==> src/ethip_pkg.sv <==
// Shared constants, types and the ones-complement adder for the Ethernet/IPv4 frame parser.
`default_nettype none

package ethip_pkg;

  localparam int MAX_FRAME_BYTES = 2048;
  localparam int OFF_W = $clog2(MAX_FRAME_BYTES + 1);
  localparam int LEN_W = 17;

  typedef logic [OFF_W-1:0] offset_t;

  localparam offset_t OFF_LIMIT    = offset_t'(MAX_FRAME_BYTES);
  localparam offset_t OFF_ETYPE_LO = offset_t'(13);
  localparam offset_t OFF_IHL      = offset_t'(14);
  localparam offset_t OFF_TOS      = offset_t'(15);
  localparam offset_t OFF_TLEN_LO  = offset_t'(17);
  localparam offset_t OFF_ARPOP_LO = offset_t'(21);
  localparam offset_t OFF_TTL      = offset_t'(22);
  localparam offset_t OFF_PROTO    = offset_t'(23);
  localparam offset_t OFF_PSEUDO_LO = offset_t'(27);
  localparam offset_t OFF_PSEUDO_HI = offset_t'(33);

  localparam int ETH_HDR_BYTES    = 14;
  localparam int MIN_IP_HDR_BYTES = 20;
  localparam int PORT_BYTES       = 4;
  localparam int TCP_FLAGS_REL    = 13;

  localparam logic [15:0] ETYPE_IPV4     = 16'h0800;
  localparam logic [15:0] ETYPE_ARP      = 16'h0806;
  localparam logic [15:0] ARP_OP_REQUEST = 16'h0001;

  localparam logic [7:0] IPPROTO_ICMP = 8'h01;
  localparam logic [7:0] IPPROTO_TCP  = 8'h06;
  localparam logic [7:0] IPPROTO_UDP  = 8'h11;

  typedef enum logic [1:0] {
    KIND_OTHER   = 2'd0,
    KIND_IPV4    = 2'd1,
    KIND_ARP_REQ = 2'd2,
    KIND_ARP_REP = 2'd3
  } frame_kind_t;

  typedef enum logic [1:0] {
    PK_TCP   = 2'd0,
    PK_ICMP  = 2'd1,
    PK_UDP   = 2'd2,
    PK_OTHER = 2'd3
  } proto_kind_t;

  typedef struct packed {
    logic [15:0] ether_kind;
    logic [3:0]  header_words;
    logic [15:0] total_length;
    logic [7:0]  proto_byte;
    logic [7:0]  tos_byte;
    logic [7:0]  ttl_byte;
    logic [15:0] header_sum;
    logic [15:0] segment_sum;
    logic [7:0]  pending_high;
    logic [31:0] port_pair;
    logic [3:0]  flag_bits;
    logic [7:0]  icmp_byte;
    logic [15:0] arp_operation;
  } frame_state_t;

  function automatic logic [15:0] oc_add(input logic [15:0] a, input logic [15:0] b);
    logic [16:0] s;
    s = {1'b0, a} + {1'b0, b};
    return s[15:0] + {15'd0, s[16]};
  endfunction

endpackage

`default_nettype wire

==> src/ethernet_ipv4_frame_parser.sv <==
// Top level: byte-wide Ethernet/IPv4 frame parser giving one summary beat per frame.
//
//   channel | handshake           | payload
//   --------+---------------------+------------------------------------------------
//   in      | in_valid / in_ready | frame_byte, last_byte
//   out     | out_valid/out_ready | frame_kind, ip_header_bytes, dscp, ecn,
//           |                     | time_to_live, protocol_kind, ip_checksum_ok,
//           |                     | src_port, dst_port, tcp_flags_seen,
//           |                     | tcp_checksum_ok, icmp_kind
//
// One byte beat per cycle while in_ready is high. Each byte updates the frame state on
// acceptance; the last byte copies the state into a summary register, which moves
// into the output register once that register is empty or being read.
// rst clears the frame state and all valid flags. in_ready drops only while a
// summary waits in both the summary and output registers and out_ready is low.
`default_nettype none

module ethernet_ipv4_frame_parser (
  input  wire logic        clk,
  input  wire logic        rst,
  input  wire logic        in_valid,
  output logic             in_ready,
  input  wire logic [7:0]  frame_byte,
  input  wire logic        last_byte,
  output logic             out_valid,
  input  wire logic        out_ready,
  output logic [1:0]       frame_kind,
  output logic [5:0]       ip_header_bytes,
  output logic [5:0]       dscp,
  output logic [1:0]       ecn,
  output logic [7:0]       time_to_live,
  output logic [1:0]       protocol_kind,
  output logic             ip_checksum_ok,
  output logic [15:0]      src_port,
  output logic [15:0]      dst_port,
  output logic [3:0]       tcp_flags_seen,
  output logic             tcp_checksum_ok,
  output logic [7:0]       icmp_kind
);
  import ethip_pkg::*;

  offset_t      byte_offset, byte_offset_next;
  frame_state_t st, st_next;
  logic         accept;

  logic         snap_valid;
  logic         snap_go;
  frame_state_t snap;
  offset_t      snap_count;

  // byte absorb
  logic [3:0]       hw_new;
  logic [15:0]      tl_new;
  logic [5:0]       hl;
  logic [6:0]       seg;
  logic [LEN_W-1:0] seg_end;
  logic [LEN_W-1:0] o_len;
  offset_t          rel;
  logic             hdr_ok;
  logic             in_seg;
  logic             odd;
  logic [15:0]      word;
  logic             hsum_add;
  logic             pseudo_add;
  logic             tseg_add;
  logic [15:0]      seg_word;

  assign accept   = in_valid && in_ready;
  assign snap_go  = snap_valid && (!out_valid || out_ready);
  assign in_ready = !snap_valid || !out_valid || out_ready;

  assign hw_new  = (byte_offset == OFF_IHL) ? frame_byte[3:0] : st.header_words;
  assign tl_new  = (byte_offset == OFF_TLEN_LO) ? {st.pending_high, frame_byte}
                                                : st.total_length;
  assign hl      = {hw_new, 2'b00};
  assign hdr_ok  = hl >= 6'(MIN_IP_HDR_BYTES);
  assign seg     = 7'(ETH_HDR_BYTES) + 7'(hl);
  assign seg_end = LEN_W'(ETH_HDR_BYTES) + LEN_W'(tl_new);
  assign o_len   = LEN_W'(byte_offset);
  assign rel     = byte_offset - offset_t'(seg);
  assign in_seg  = hdr_ok && (byte_offset >= offset_t'(seg));
  assign odd     = byte_offset[0];
  assign word    = {st.pending_high, frame_byte};

  assign hsum_add   = odd && (byte_offset >= OFF_TOS) && (o_len < LEN_W'(seg));
  assign pseudo_add = odd && (byte_offset >= OFF_PSEUDO_LO) && (byte_offset <= OFF_PSEUDO_HI);
  assign tseg_add   = odd && hdr_ok && (o_len >= LEN_W'(seg) + LEN_W'(1)) &&
                      (o_len <= seg_end);
  assign seg_word   = (tseg_add && !(o_len < seg_end)) ? {st.pending_high, 8'h00} : word;

  always_comb begin
    st_next          = st;
    byte_offset_next = byte_offset;
    if (byte_offset < OFF_LIMIT) begin
      byte_offset_next    = byte_offset + offset_t'(1);
      st_next.header_words = hw_new;
      st_next.total_length = tl_new;
      unique case (byte_offset)
        OFF_ETYPE_LO: st_next.ether_kind    = word;
        OFF_TOS:      st_next.tos_byte      = frame_byte;
        OFF_ARPOP_LO: st_next.arp_operation = word;
        OFF_TTL:      st_next.ttl_byte      = frame_byte;
        OFF_PROTO:    st_next.proto_byte    = frame_byte;
        default: ;
      endcase
      if (in_seg) begin
        if (rel < offset_t'(PORT_BYTES)) begin
          st_next.port_pair = {st.port_pair[23:0], frame_byte};
        end
        if (rel == '0) begin
          st_next.icmp_byte = frame_byte;
        end
        if (rel == offset_t'(TCP_FLAGS_REL)) begin
          st_next.flag_bits = {frame_byte[4], frame_byte[0], frame_byte[2], frame_byte[1]};
        end
      end
      if (odd) begin
        if (hsum_add) begin
          st_next.header_sum = oc_add(st.header_sum, word);
        end
        if (pseudo_add || tseg_add) begin
          st_next.segment_sum = oc_add(st.segment_sum, seg_word);
        end
      end else begin
        st_next.pending_high = frame_byte;
      end
    end
  end

  always_ff @(posedge clk) begin
    if (rst) begin
      st          <= '0;
      byte_offset <= '0;
    end else if (accept) begin
      if (last_byte) begin
        st          <= '0;
        byte_offset <= '0;
      end else begin
        st          <= st_next;
        byte_offset <= byte_offset_next;
      end
    end
  end

  always_ff @(posedge clk) begin
    if (rst) begin
      snap_valid <= 1'b0;
    end else if (accept && last_byte) begin
      snap_valid <= 1'b1;
    end else if (snap_go) begin
      snap_valid <= 1'b0;
    end
  end

  always_ff @(posedge clk) begin
    if (accept && last_byte) begin
      snap       <= st_next;
      snap_count <= byte_offset_next;
    end
  end

  // summary
  frame_kind_t      f_kind;
  proto_kind_t      f_pk;
  logic [5:0]       f_hl;
  logic             f_hdr_ok;
  logic [LEN_W-1:0] f_cnt;
  logic [LEN_W-1:0] f_end;
  logic             f_ipok;
  logic             f_tcp_len_ok;
  logic [15:0]      f_pad;
  logic [15:0]      f_seglen;
  logic [17:0]      f_sum;
  logic [16:0]      f_fold1;
  logic [15:0]      f_fold2;
  logic             f_tcpok;
  logic             f_ip;

  assign f_hl     = {snap.header_words, 2'b00};
  assign f_hdr_ok = f_hl >= 6'(MIN_IP_HDR_BYTES);
  assign f_cnt    = LEN_W'(snap_count);
  assign f_end    = LEN_W'(ETH_HDR_BYTES) + LEN_W'(snap.total_length);
  assign f_ip     = f_kind == KIND_IPV4;

  always_comb begin
    priority if (snap.ether_kind == ETYPE_IPV4) begin
      f_kind = KIND_IPV4;
    end else if (snap.ether_kind == ETYPE_ARP) begin
      f_kind = (snap.arp_operation == ARP_OP_REQUEST) ? KIND_ARP_REQ : KIND_ARP_REP;
    end else begin
      f_kind = KIND_OTHER;
    end
  end

  always_comb begin
    priority if (snap.proto_byte == IPPROTO_TCP) begin
      f_pk = PK_TCP;
    end else if (snap.proto_byte == IPPROTO_ICMP) begin
      f_pk = PK_ICMP;
    end else if (snap.proto_byte == IPPROTO_UDP) begin
      f_pk = PK_UDP;
    end else begin
      f_pk = PK_OTHER;
    end
  end

  assign f_ipok = f_hdr_ok && (f_cnt >= LEN_W'(ETH_HDR_BYTES) + LEN_W'(f_hl)) &&
                  (snap.header_sum == 16'hFFFF);

  assign f_tcp_len_ok = (snap.total_length >= 16'(f_hl)) && (f_cnt >= f_end);
  assign f_pad    = (snap.total_length[0] && (f_cnt == f_end)) ? {snap.pending_high, 8'h00}
                                                               : 16'h0000;
  assign f_seglen = snap.total_length - 16'(f_hl);
  assign f_sum    = 18'(snap.segment_sum) + 18'(f_pad) + 18'(snap.proto_byte) +
                    18'(f_seglen);
  assign f_fold1  = 17'(f_sum[15:0]) + 17'(f_sum[17:16]);
  assign f_fold2  = f_fold1[15:0] + {15'd0, f_fold1[16]};
  assign f_tcpok  = f_hdr_ok && (f_pk == PK_TCP) && f_tcp_len_ok && (f_fold2 == 16'hFFFF);

  always_ff @(posedge clk) begin
    if (rst) begin
      out_valid <= 1'b0;
    end else if (snap_go) begin
      out_valid <= 1'b1;
    end else if (out_ready) begin
      out_valid <= 1'b0;
    end
  end

  always_ff @(posedge clk) begin
    if (snap_go) begin
      frame_kind      <= f_kind;
      ip_header_bytes <= f_ip ? f_hl : '0;
      dscp            <= f_ip ? snap.tos_byte[7:2] : '0;
      ecn             <= f_ip ? snap.tos_byte[1:0] : '0;
      time_to_live    <= f_ip ? snap.ttl_byte : '0;
      protocol_kind   <= f_ip ? f_pk : PK_TCP;
      ip_checksum_ok  <= f_ip && f_ipok;
      src_port        <= (f_ip && f_hdr_ok && (f_pk == PK_TCP || f_pk == PK_UDP))
                         ? snap.port_pair[31:16] : '0;
      dst_port        <= (f_ip && f_hdr_ok && (f_pk == PK_TCP || f_pk == PK_UDP))
                         ? snap.port_pair[15:0] : '0;
      tcp_flags_seen  <= (f_ip && f_hdr_ok && f_pk == PK_TCP) ? snap.flag_bits : '0;
      tcp_checksum_ok <= f_ip && f_tcpok;
      icmp_kind       <= (f_ip && f_hdr_ok && f_pk == PK_ICMP) ? snap.icmp_byte : '0;
    end
  end

endmodule

`default_nettype wire

==> config.mk <==
export PLATFORM = sky130hd
export DESIGN_NAME = ethernet_ipv4_frame_parser
export DESIGN_NICKNAME = d
export VERILOG_FILES = /design/src/ethip_pkg.sv /design/src/ethernet_ipv4_frame_parser.sv
export SDC_FILE = /design/constraint.sdc
export NUM_CORES = 1
export LEC_CHECK = 0
export BUFFER_PORTS_ARGS = -buffer_cell sky130_fd_sc_hd__buf_2
export CORE_MARGIN = 2
export CORE_UTILIZATION = 38
export CTS_CLUSTER_DIAMETER = 60
export DETAILED_ROUTE_END_ITERATION = 8
export GPL_TIMING_DRIVEN = 0
export PLACE_DENSITY = 0.57
export SLEW_MARGIN = 10
export SYNTH_ARGS = -nofsm -noshare
export SYNTH_HDL_FRONTEND = slang
export SYNTH_SLANG_ARGS = --single-unit
==> constraint.sdc <==
create_clock -name clk -period 23.1 [get_ports clk]
set_input_delay 2.31 -clock clk [delete_from_list [all_inputs] [get_ports clk]]
set_output_delay 2.31 -clock clk [all_outputs]
set_load 0.01 [all_outputs]
======== Yosys cells after proc, flatten, opt, wreduce, memory -nomap -nowiden ========
Cells that the tools add are included.
operators by class
  $add $sub $neg .......................... 17
  multiply operators ...................... 0
  divide/modulo/power cells ............... 0
  $lt $le $gt $ge ......................... 15
  equality and inequality tests ........... 20
  shift operators ......................... 0
  multiplexer cells ....................... 31
  bitwise logic cells ..................... 0
  reduce and logical (&&, ||, !) cells .... 37
operators by type and width
  operator                 number
  $mux W160                2
  $mux W16                 6
  $mux W32                 2
  $add A16 B16 Y17         3
  $add A16 B1 Y16          3
  $eq A12 B4 Y1 const B    4
  $eq A12 B5 Y1 const B    4
  $mux W8                  6
  $mux W44                 1
  $add A4 B16 Y17 const A  2
  $eq A16 B12 Y1 const B   2
  $eq A16 B16 Y1 const B   2
  $logic_and A1 B1 Y1      25
  $ge A12 B7 Y1            2
  $mux W12                 2
  $add A17 B8 Y18          1
  $add A18 B16 Y18         1
  $add A16 B2 Y17          1
  $eq A12 B17 Y1           1
  $ge A12 B17 Y1           1
  $le A12 B17 Y1           1
  $lt A12 B17 Y1           1
  $eq A16 B1 Y1 const B    1
  $ge A16 B6 Y1            1
  other kinds (26)         45
storage, ports and cells
  register bits ........................... 418
  latch bits .............................. 0
  memory bits (writable) .................. 0
  memory bits (read-only) ................. 0
  output and inout bits ................... 74
  logic and storage cells ................. 163
  memories kept ........................... 0

======== Depth between registers and ports, before layout ========
  word-level depth ........................ 15
  mapped depth ............................ 41
  gate-level depth less buffers ........... 40

======== Worst setup path after synthesis ========
OpenSTA, ideal clock, no wires.
  path type ............................... in2reg
  start ................................... input frame_byte[2]
  end ..................................... register snap[83] in the netlist's numbering (data pin)
  library setup time ...................... 260 ps
  arrival time ............................ 8,810 ps
  slack ................................... 14,030 ps
  stages on the path ...................... 33
  cell sequence ........................... clkbuf_1 -> mux2_2 -> inv_1 -> ha_1 -> and3b_1 -> or2_2 -> nor2_1 -> nand3_1 -> xor2_1 -> ha_1 -> nand3_1 -> or2_2 -> a2111oi_2 -> nand2_1 -> nor3_1 -> nor2b_1 -> ha_1 -> clkbuf_1 -> nand3_1 -> o21ai_0 -> o21ai_0 -> o21ai_0 -> a21o_1 -> o21ai_0 -> nand2b_1 -> ha_1 -> and3_1 -> and3_1 -> nor4b_1 -> o2111ai_1 -> nor3_1 -> xnor3_1 -> mux2_2
RTL lines
  what                  line                               RTL
  from (decl)           ethernet_ipv4_frame_parser.sv:23   input wire logic [7:0] frame_byte,
  to (signal assigned)  ethernet_ipv4_frame_parser.sv:157  snap <= st_next;
  to (decl)             ethernet_ipv4_frame_parser.sv:48   frame_state_t snap;

==> out/qor.json <==
{
  "status": {
    "outcome": "finished, final reports clean"
  },
  "timing": {
    "min_period_ps": 11120,
    "worst_margin_slew_ps": 1221,
    "unrepaired_setup_endpoints_after_global_routing": "false",
    "achievable-frequency_mhz": 89.90,
    "maxSlewViolCount": 0,
    "skew_ps": 13.49,
    "timing.final.hold_violations": 0,
    "layout_worst_path_cycle_share_pct": 48.15,
    "setup_violations": 0,
    "whs_ps": 467.9,
    "worst_slew_margin_rel_pct": 17.96,
    "finalSetupTns_ps": 0
  },
  "layout": {
    "final_layout_size_suffix_gt1_share_pct": 15.46,
    "num-nets-final": 2301,
    "area_growth_syn_to_layout_pct": 13.93,
    "antenna-diode-count": 0
  },
  "place": {
    "portBuffers": 83,
    "gp_routability_congestion": 0.8910,
    "post-dp-hpwl_mm": 45.31
  },
  "clock_network": {
    "cts_tree": "done",
    "postCtsSetupBuffers": 0,
    "cts_num_sinks": 416,
    "tritoncts.num_buffers": 48,
    "ctsHtreeMaxLevel": 2,
    "cts.clk_slew.worst_paths_ps": 50,
    "cts_resized": 0,
    "cts_root_buf": "sky130_fd_sc_hd__clkbuf_16",
    "clock_path_buffers": 3,
    "cts-hold-fix-buffers": 0,
    "clock_insertion_delay_worst_skew_ps": 570
  },
  "worst_setup_path": {
    "critPathMaxStageDelay_ps": 730,
    "worst-endpoint-required_ps": 23410,
    "worstPathMaxFanout": 10,
    "critical_path_cell_count": 34,
    "cp-end-kind": "flip-flop",
    "cp_top_family": "simple AND/OR/NAND/NOR gates",
    "timing.critical_path.from_type": "input pin",
    "worst_r2r_startpoint": "byte_offset[1]",
    "path_buf_inv": 4,
    "timing.setup.critical_path_class": "input pin to flip-flop",
    "worstPathArrival_ps": 11430,
    "r2r_setup_slack_ps": 12710,
    "rr_worst_depth": 38,
    "crit-reg2reg-capture": "snap[83]",
    "slowest_stage": "sky130_fd_sc_hd__nor3_2"
  },
  "floorplanning": {
    "top_level_ports": 87,
    "core.rowCount": 88,
    "die_h_um": 245.5,
    "initial_utilization_pct": 38.41,
    "core-area_um2": 57700,
    "die_w_um": 245.5,
    "dieArea_um2": 60270
  },
  "drt": {
    "avgRoutedWirePerCell_um": 20.89,
    "first_iter_violations": 1089,
    "route.detailed.vias_per_inst": 5.532,
    "route.vias.total": 16398,
    "final_antenna_net_count": 0,
    "wirelength_mm": 61.91,
    "detail_route.first_pass.iterations": 5,
    "drc": 0
  },
  "job": {
    "drv_cap": 0
  },
  "synthesis": {
    "synth.area.top_cells": "sky130_fd_sc_hd__edfxtp_1 33%, sky130_fd_sc_hd__dfxtp_1 16%, sky130_fd_sc_hd__mux2_2 6.2%, sky130_fd_sc_hd__ha_1 5.9%, sky130_fd_sc_hd__a22oi_1 3.1%",
    "synth_instances": 2024,
    "synth_area_leader_cell": "sky130_fd_sc_hd__edfxtp_1",
    "synthDominantCellAreaShare_pct": 32.79,
    "synth_cell_type_count": 88,
    "asyncSetResetFlopFracSynth_pct": 0,
    "synth.cell_area_um2": 22160,
    "syn_avg_cell_area_um2": 10.95,
    "synth.ff_latch_count": 416,
    "ys_seq_area_share_pct": 48.51,
    "synth_top_flop_cell": "sky130_fd_sc_hd__edfxtp_1",
    "synthesis.yosys.warnings": 0,
    "synth_enable_flop_cells": 242
  },
  "grt": {
    "grt_antenna_before_repair": 4,
    "grt.total_usage_pct": 20.28,
    "grt_max_degree": 105,
    "first_pass_grt_wire_length_mm": 93.89,
    "grt_overflow_total": 0,
    "via_count_of_the_first_global_routing_pass": 15964
  },
  "worst_hold_path": {
    "hold-path-cell-count": 1,
    "worst_hold_check_path_type": "flip-flop to flip-flop",
    "hold_end": "st[57]",
    "hold_path_startpoint": "st[57]"
  },
  "power_and_ir_drop": {
    "ratio_of_total_power_to_cell_area_nw_per_um2": 68.50,
    "power_leakage_nw": 10.07,
    "power.ir.vdd_worst_v": 0.00004617
  }
}
-- per-stage QoR --
stage	util (%)	cell area, um^2	worst slack (ps)	cells	power, mW
finish	43.76	25250	11980	2964	1.730
global route	43.76	25250	11550	2964	1.789
CTS	43.76	25250	11960	2964	1.744
detailed placement	40.96	23630	11450	2876	0.9674
global placement	40.80	23540	11100	2873	0.9670
floorplan	-	22170	14030	2025	0.9201
-- worst register-to-register path: cells and delay by family, from the launching register on --
kind / cells / cell delay, ps
simple gates: 17 / 4180
mux: 2 / 630
flops: 1 / 550
fa+ha+maj: 5 / 1330
xor+xnor: 2 / 470
compound gates: 7 / 1700
buf+inv: 5 / 1250
-- synthesized netlist by cell type, drive strengths merged, types with 5 or more instances --
cell,count
a211oi,21
a22oi,91
o211ai,10
a211o,6
nand3,50
inv,72
a32o,17
and2,74
a22o,37
o31ai,13
nor2,170
nor3,30
mux2,126
nand2b,18
ha,105
o21a,15
a2111oi,8
nor4b,10
edfxtp,242
and3,25
nor4,25
xnor2,56
a21o,37
a21oi,66
nand2,135
fa,22
nor3b,5
xor2,42
buf,26
or3,13
or2,9
a31oi,10
nand4,26
o21ai,53
clkbuf,78
and3b,5
mux2i,16
nor2b,22
dfxtp,174
-- layout make-up --
type / count / area [um^2]
multi-input combinational: 1433 / 10710
clock buffer: 69 / 1394
tap: 765 / 957.2
buffer: 104 / 452.9
sequential: 416 / 10750
inverter: 72 / 277.8
clock inverter: 19 / 225.2
fill: 5481 / 32450
timing repair buffer: 86 / 483.0
-- state kept, by name, indices dropped and copies added, names as in the netlist, 6 cells and up --
signal / cells
dscp: 6
time_to_live: 8
st: 160
dst_port: 16
snap_count: 12
byte_offset: 12
icmp_kind: 8
src_port: 16
snap: 156
-- worst max path at each step --
| stage | start | endpoint | slack [ps] |
|---|---|---|---|
| after floorplan | frame_byte[2] | snap[83] | 14030 |
| after global placement | frame_byte[1] | snap[83] | 11100 |
| after detailed placement | frame_byte[1] | snap[83] | 11450 |
| after CTS | frame_byte[1] | snap[83] | 11960 |
| after global routing | frame_byte[1] | snap[83] | 11550 |
| final | frame_byte[2] | snap[83] | 11980 |
-- kinds of logic (layout without fill, tap and decap cells) --
family	count (synthesis)	after routing	synth area share, %
and+or+nand+nor	640	640	15.10
AOI/OAI and AO/OA	421	421	13.78
DFF	416	416	48.51
buffers and inverters	176	350	3.263
muxes	142	142	7.232
adders and majority gates	127	127	7.916
xor gates and xnor gates	101	101	4.178
other	1	2	0.01692
-- where the power goes --
group          switching [mW]  internal, mW  leakage, nW
logic                   0.100        0.0504         5.52
registers             0.00863         0.794         3.77
clock network           0.310         0.467        0.780
-- layer usage --
| layer | global-route usage (%) | part of all wire [%] | up-vias |
|---|---|---|---|
| li1 | - | - | 7787 |
| met1 | 27.39 | 45 | 8103 |
| met2 | 33.84 | 47 | 409 |
| met3 | 2.728 | 4.8 | 99 |
| met4 | 6.007 | 2.9 | 0 |
| met5 | 0 | 0 | - |
-- layout by cell type (no fill, tap or decap), drive strengths merged, types with 26 or more instances in the layout --
cell    netlist  final
nand3        50     50
and2         74     74
a22oi        91     91
a21o         37     37
dfxtp       174    174
xnor2        56     56
nor3         30     30
o21ai        53     53
edfxtp      242    242
nand2       135    135
a21oi        66     66
clkbuf       78    147
a22o         37     37
ha          105    105
xor2         42     42
mux2        126    126
inv          72     77
nor2        170    170
buf          26    112
nand4        26     26
Note: power is estimated with default switching activity, not from simulation.
